`src/hw/rtl/jvm_pkg.sv`:
```
// shared types, opcodes and constants for the integer bytecode execute unit
`timescale 1ns / 1ps
package jvm_pkg;
	localparam int STACK_DEPTH = 64;
	localparam int LOCAL_COUNT = 256;
	localparam int SP_W = $clog2(STACK_DEPTH + 1);
	localparam int SA_W = $clog2(STACK_DEPTH);
	localparam int LV_W = $clog2(LOCAL_COUNT);

	localparam logic [2:0] ST_OK    = 3'd0;
	localparam logic [2:0] ST_RET   = 3'd1;
	localparam logic [2:0] ST_END   = 3'd2;
	localparam logic [2:0] ST_UNSUP = 3'd3;
	localparam logic [2:0] ST_DIV0  = 3'd4;
	localparam logic [2:0] ST_UNDER = 3'd5;
	localparam logic [2:0] ST_OVER  = 3'd6;

	localparam logic [7:0] OP_ICONST_M1 = 8'h02;
	localparam logic [7:0] OP_ICONST_5  = 8'h08;
	localparam logic [7:0] OP_BIPUSH    = 8'h10;
	localparam logic [7:0] OP_SIPUSH    = 8'h11;
	localparam logic [7:0] OP_ILOAD_0   = 8'h1A;
	localparam logic [7:0] OP_ILOAD_3   = 8'h1D;
	localparam logic [7:0] OP_ISTORE_0  = 8'h3B;
	localparam logic [7:0] OP_ISTORE_3  = 8'h3E;
	localparam logic [7:0] OP_POP       = 8'h57;
	localparam logic [7:0] OP_DUP       = 8'h59;
	localparam logic [7:0] OP_IADD      = 8'h60;
	localparam logic [7:0] OP_ISUB      = 8'h64;
	localparam logic [7:0] OP_IMUL      = 8'h68;
	localparam logic [7:0] OP_IDIV      = 8'h6C;
	localparam logic [7:0] OP_IREM      = 8'h70;
	localparam logic [7:0] OP_INEG      = 8'h74;
	localparam logic [7:0] OP_IINC      = 8'h84;
	localparam logic [7:0] OP_IFEQ      = 8'h99;
	localparam logic [7:0] OP_IFLE      = 8'h9E;
	localparam logic [7:0] OP_ICMPEQ    = 8'h9F;
	localparam logic [7:0] OP_ICMPLE    = 8'hA4;
	localparam logic [7:0] OP_GOTO      = 8'hA7;
	localparam logic [7:0] OP_IRETURN   = 8'hAC;
	localparam logic [7:0] OP_RETURN    = 8'hB1;

	// controller to datapath
	typedef struct packed {
		logic load;     // capture the word
		logic rd_b;     // read both stack operands and the local
		logic check;    // evaluate halting conditions
		logic div_start;
		logic commit;   // write stack / locals, produce result
	} jvm_cmd_t;

	// datapath to controller
	typedef struct packed {
		logic halt;     // check found a halting case
		logic is_div;
		logic div_done;
	} jvm_sts_t;
endpackage

```
`src/hw/rtl/jvm_ctrl.sv`:
```
// controller: sequences load, read, check, divide and commit
`timescale 1ns / 1ps
module jvm_ctrl (
	input  logic              clk,
	input  logic              arst_n,
	input  logic              in_valid,
	output logic              in_ready,
	output logic              out_valid,
	input  logic              out_ready,
	output jvm_pkg::jvm_cmd_t cmd,
	input  jvm_pkg::jvm_sts_t sts
);
	localparam logic [2:0] S_IDLE  = 3'd0;
	localparam logic [2:0] S_READ  = 3'd1;
	localparam logic [2:0] S_CHECK = 3'd2;
	localparam logic [2:0] S_EXEC  = 3'd3;
	localparam logic [2:0] S_WAIT  = 3'd5;
	localparam logic [2:0] S_COMMIT = 3'd6;

	logic [2:0] state_q, state_d;
	logic       ov_q;

	// input is taken again once the previous word left the output register
	assign in_ready  = (state_q == S_IDLE) && (!ov_q || out_ready);
	assign out_valid = ov_q;

	always_comb begin
		state_d = state_q;
		cmd = '0;
		case (state_q)
			S_IDLE: if (in_valid && in_ready) begin
				cmd.load = 1'b1;
				state_d  = S_READ;
			end
			S_READ: begin
				cmd.rd_b = 1'b1;
				state_d  = S_CHECK;
			end
			S_CHECK: begin
				cmd.check = 1'b1;
				state_d   = S_EXEC;
			end
			S_EXEC: begin
				if (!sts.halt && sts.is_div) begin
					cmd.div_start = 1'b1;
					state_d = S_WAIT;
				end else state_d = S_COMMIT;
			end
			S_WAIT: if (sts.div_done) state_d = S_COMMIT;
			S_COMMIT: begin
				cmd.commit = 1'b1;
				state_d    = S_IDLE;
			end
			default: state_d = S_IDLE;
		endcase
	end

	always_ff @(posedge clk or negedge arst_n) begin
		if (!arst_n) begin
			state_q <= S_IDLE;
			ov_q    <= 1'b0;
		end else begin
			state_q <= state_d;
			if (cmd.commit) ov_q <= 1'b1;
			else if (out_ready) ov_q <= 1'b0;
		end
	end
endmodule

```
`config.mk`:
```
export PLATFORM = sky130hd
export DESIGN_NAME = jvm_ctrl
export DESIGN_NICKNAME = d
export VERILOG_FILES = /design/src/hw/rtl/jvm_pkg.sv /design/src/hw/rtl/jvm_ctrl.sv
export SDC_FILE = /design/constraint.sdc
export NUM_CORES = 1
export LEC_CHECK = 0
export BUFFER_PORTS_ARGS = -buffer_cell sky130_fd_sc_hd__buf_2
export CAP_MARGIN = 20
export CORE_AREA = 5 5 42 44
export CTS_BUF_LIST = sky130_fd_sc_hd__clkbuf_16
export DETAILED_ROUTE_END_ITERATION = 7
export DIE_AREA = 0 0 47 49
export HOLD_SLACK_MARGIN = 0.02
export PLACE_DENSITY = 0.43
export REMOVE_ABC_BUFFERS = 1
export SYNTH_ARGS = -nofsm -noshare
export SYNTH_HDL_FRONTEND = slang
export SYNTH_SLANG_ARGS = --single-unit
```
`constraint.sdc`:
```
create_clock -name clk -period 2.6 [get_ports clk]
set_input_delay 0.26 -clock clk [delete_from_list [all_inputs] [get_ports clk]]
set_output_delay 0.26 -clock clk [all_outputs]
set_load 0.05 [all_outputs]
```
==> results.txt <==
----------------------------------------------------
[Critical path]
  Category of the critical setup timing path ... reg -> out
  Crit Reg-Reg Startpoint ... state_q[1]
  Crit path launch type ... flop
  Worst Path Required ... about 2300 ps
  Register-to-Register Setup Slack ... 1640 ps
  Depth of the worst register-to-register path ... 2
  CP arrival ... roughly 1400 ps
  Critical Path Start ... state_q[2]
  Endpoint of the most critical register-to-register path ... out_valid
  Crit Path Max Fanout ... 7
  Critical Path End Type ... output pin

[Place]
  Worst slack, placed ... 1164 ps
  Placed wire-length estimate ... 467.7 um
  Cell Area, Placed ... 336.6 sq um
  Final GP Congestion ... between 0.6 and 0.7
  Count of buffers from port buffering ... 13
  Cell count after placement ... 55

[Global route]
  Antenna violations before repair ... 0
  Aggregate global routing overflow ... 0
  Vias in the first global route ... 245
  Overall routing resource usage ... 0.06422
  Largest net degree at the start of global routing ... 12
  Wire length of the first global-routing pass ... roughly 1000 um

[Synthesis]
  Top cells by area, synth ... sky130_fd_sc_hd__dfrtp_1, sky130_fd_sc_hd__nand2b_1, sky130_fd_sc_hd__o311ai_2
  Avg Synthesized Cell Area ... 9.593 sq um
  Cell variety after synth ... 20
  Cell area after synthesis ... ~260 sq um
  Cell count after synthesis ... 27
  Number of synthesized register bits ... 4
  Share of synthesized area occupied by flip-flops and latches ... 0.3865
  Synth top area share ... 0.3865
  Post-synth top area cell ... sky130_fd_sc_hd__dfrtp_1
  Number of warnings issued by yosys ... 0

[STA]
  Unrepaired setup endpoints after global routing ... no
  Sum of negative setup slack ... 0 ps
  Worst-case clock skew ... between 1.5 and 2 ps
  Top achievable clock speed ... 604.3 MHz
  Final setup violation count ... 0
  Count of final max-slew check failures ... 0
  Slew at the pin with the worst max-slew slack ... between 300 and 400 ps
  Minimum hold slack ... between 300 and 400 ps
  Worst max-slew margin expressed relative to the limit ... 0.7577
  Final period util ... 0.6364
  Clock period minus final worst setup slack ... 1655 ps
  Count of endpoints failing hold in the final timing report ... 0
  Worst-case setup margin in the final layout ... 945.3 ps

[Pwr]
  Switching component of the power ... ~310 uW
  Switching portion of total power ... 0.4495
  Seq pwr share ... 0.204
  Power Internal ... around 380 uW
  Comb pwr share ... 0.452
  Pwr dens ... ~1700 nW/um^2
  Max IR drop VDD ... ~0.44 mV
  Static Leakage ... 0.2121 nW
  Clock Power Share ... 0.344

[Floorplanning]
  Number of top-level pins ... 14
  Vertical die dimension ... approximately 49 um
  Core area ... about 1400 sq um
  Horizontal extent of the die ... between 40 and 50 um
  Number of placement rows ... 14
  Initial core utilization ... 0.1848
  Die footprint ... about 2300 sq um

[Drt]
  Antenna-violating nets left ... 0
  TritonRoute pass-1 iters ... 4
  Remaining routing DRC violations ... 0
  Average wire length per cell after detail routing ... about 10 um
  Mean number of vias per cell ... ~4.3
  Number of DRC markers in iteration 0 ... 5
  DR vias ... 255
  Wire length after detailed routing ... a little under 600 um

[Cells and area]
  Number of diodes added for antenna fixing ... 0
  Number of nets in the final layout ... 52
  Top library cells by usage in the layout, fill and taps aside ... sky130_fd_sc_hd__buf_2, sky130_fd_sc_hd__dfrtp_1, sky130_fd_sc_hd__nor2_1, sky130_fd_sc_hd__nand2b_1, sky130_fd_sc_hd__clkbuf_16
  Post-layout instance count excluding filler cells ... 59
  Leading cell type in the layout, fill and taps excluded ... sky130_fd_sc_hd__buf_2
  Share of final-layout standard cells stronger than drive strength 1 ... 0.4884
  Final cell area excluding filler cells ... ~420 sq um
  Layout Area Growth over Synthesis ... 62.80%
  Fill cell total of the finished layout ... about 160

[CTS]
  Clk slew on worst S/H paths ... 30 ps
  Clock latency at the later pin of the worst-skew pair ... roughly 220 ps
  Number of buffers inserted during clock tree synthesis ... 3
  Count of H-tree levels built during CTS ... 1
  Maximum number of buffers from clock root to sink ... 2
  Number of sinks handled by clock tree synthesis ... 4
  Clock tree root driver cell ... sky130_fd_sc_hd__clkbuf_16
  Cts-stage hold buffer count ... 1
  TritonCTS clock tree ... built
  Post-CTS resize count ... 0
  Setup Fix Bufs, Post-CTS ... 0

[Hold path]
  Classification of the worst-slack hold path ... in -> reg
  Worst Hold Depth ... 3
  End point of the worst hold path ... state_q[0]
  HP Start ... in_valid

[Run status]
  Outcome ... finished, final reports clean

[Flow run]
  Number of max-cap violations ... 0

----------------------------------------------------
==> cells in the mapped netlist, drive strengths merged <==
library cell,n
o21ai,1
nor2,3
a21oi,1
nand2b,3
a21o,1
and4,1
o211ai,1
nand2,1
and2,1
o311ai,1
and3,1
nor3,1
nor3b,1
dfrtp,4
inv,2
buf,1
xnor2,1
nor2b,1
nand3,1
==> how the worst max path moves through the flow <==
stage,depth (start not counted),slack (ps),to
2_1_floorplan,1,740,cmd[3]
3_3_place_gp,4,1200,cmd[4]
3_5_place_dp,4,1160,cmd[4]
4_1_cts,4,930,cmd[4]
5_1_grt,4,810,cmd[4]
6_report,4,950,cmd[4]
==> per-stage QoR <==
stage	power, mW	util
final	0.6977	0.3009
after global routing	0.7406	0.3009
after CTS	0.7071	0.3009
after detailed placement	0.4627	0.2402
after global placement	0.4643	0.2402
after floorplan	0.3941	-
==> power groups by stage <==
| stage | combinational [mW] | clock, mW | sequential [mW] |
|---|---|---|---|
| after global placement | 0.320 | 0 | 0.144 |
| after detailed placement | 0.319 | 0 | 0.143 |
| after global routing | 0.339 | 0.251 | 0.150 |
| final | 0.315 | 0.240 | 0.143 |
| after CTS | 0.321 | 0.244 | 0.142 |
| after floorplan | 0.237 | 0 | 0.157 |
==> metal layers <==
layer  GRT usage  wire length (um)  vias up
met1     0.06416               230      119
met4     0.05530                14        0
met5           0                 0        -
li1            -                 -      125
met2     0.08597               286        9
met3     0.04428                53        2
==> logic make-up (layout without fill, tap and decap cells) <==
logic type | count (synthesis) | in the layout | share of synthesized area
compound gates | 5 | 5 | 0.1787
flops | 4 | 4 | 0.3865
simple gates | 14 | 14 | 0.3430
xor+xnor | 1 | 1 | 0.03382
buf+inv | 3 | 19 | 0.05795
==> registers in the layout (all words and copies together) (netlist names) <==
| name | flops |
|---|---|
| state_q | 3 |
| out_valid | 1 |
==> worst max-delay path, cell delays in order (launching register included) <==
cell                      delay, ps
sky130_fd_sc_hd__dfrtp_1        450
sky130_fd_sc_hd__nor2_1         180
sky130_fd_sc_hd__nand2_1        100
sky130_fd_sc_hd__nor3b_2        170
sky130_fd_sc_hd__buf_2          280
==> area by class of cell <==
type	count	area (sq um)	area share
flip-flops and latches	4	100.1	0.2374
multi-input cells	20	143.9	0.3412
clock buffers	3	75.07	0.1780
repair buffers	14	75.07	0.1780
well taps	16	20.02	0.04748
inverters	2	7.507	0.01780
Note: power is estimated with default switching activity, not from simulation.
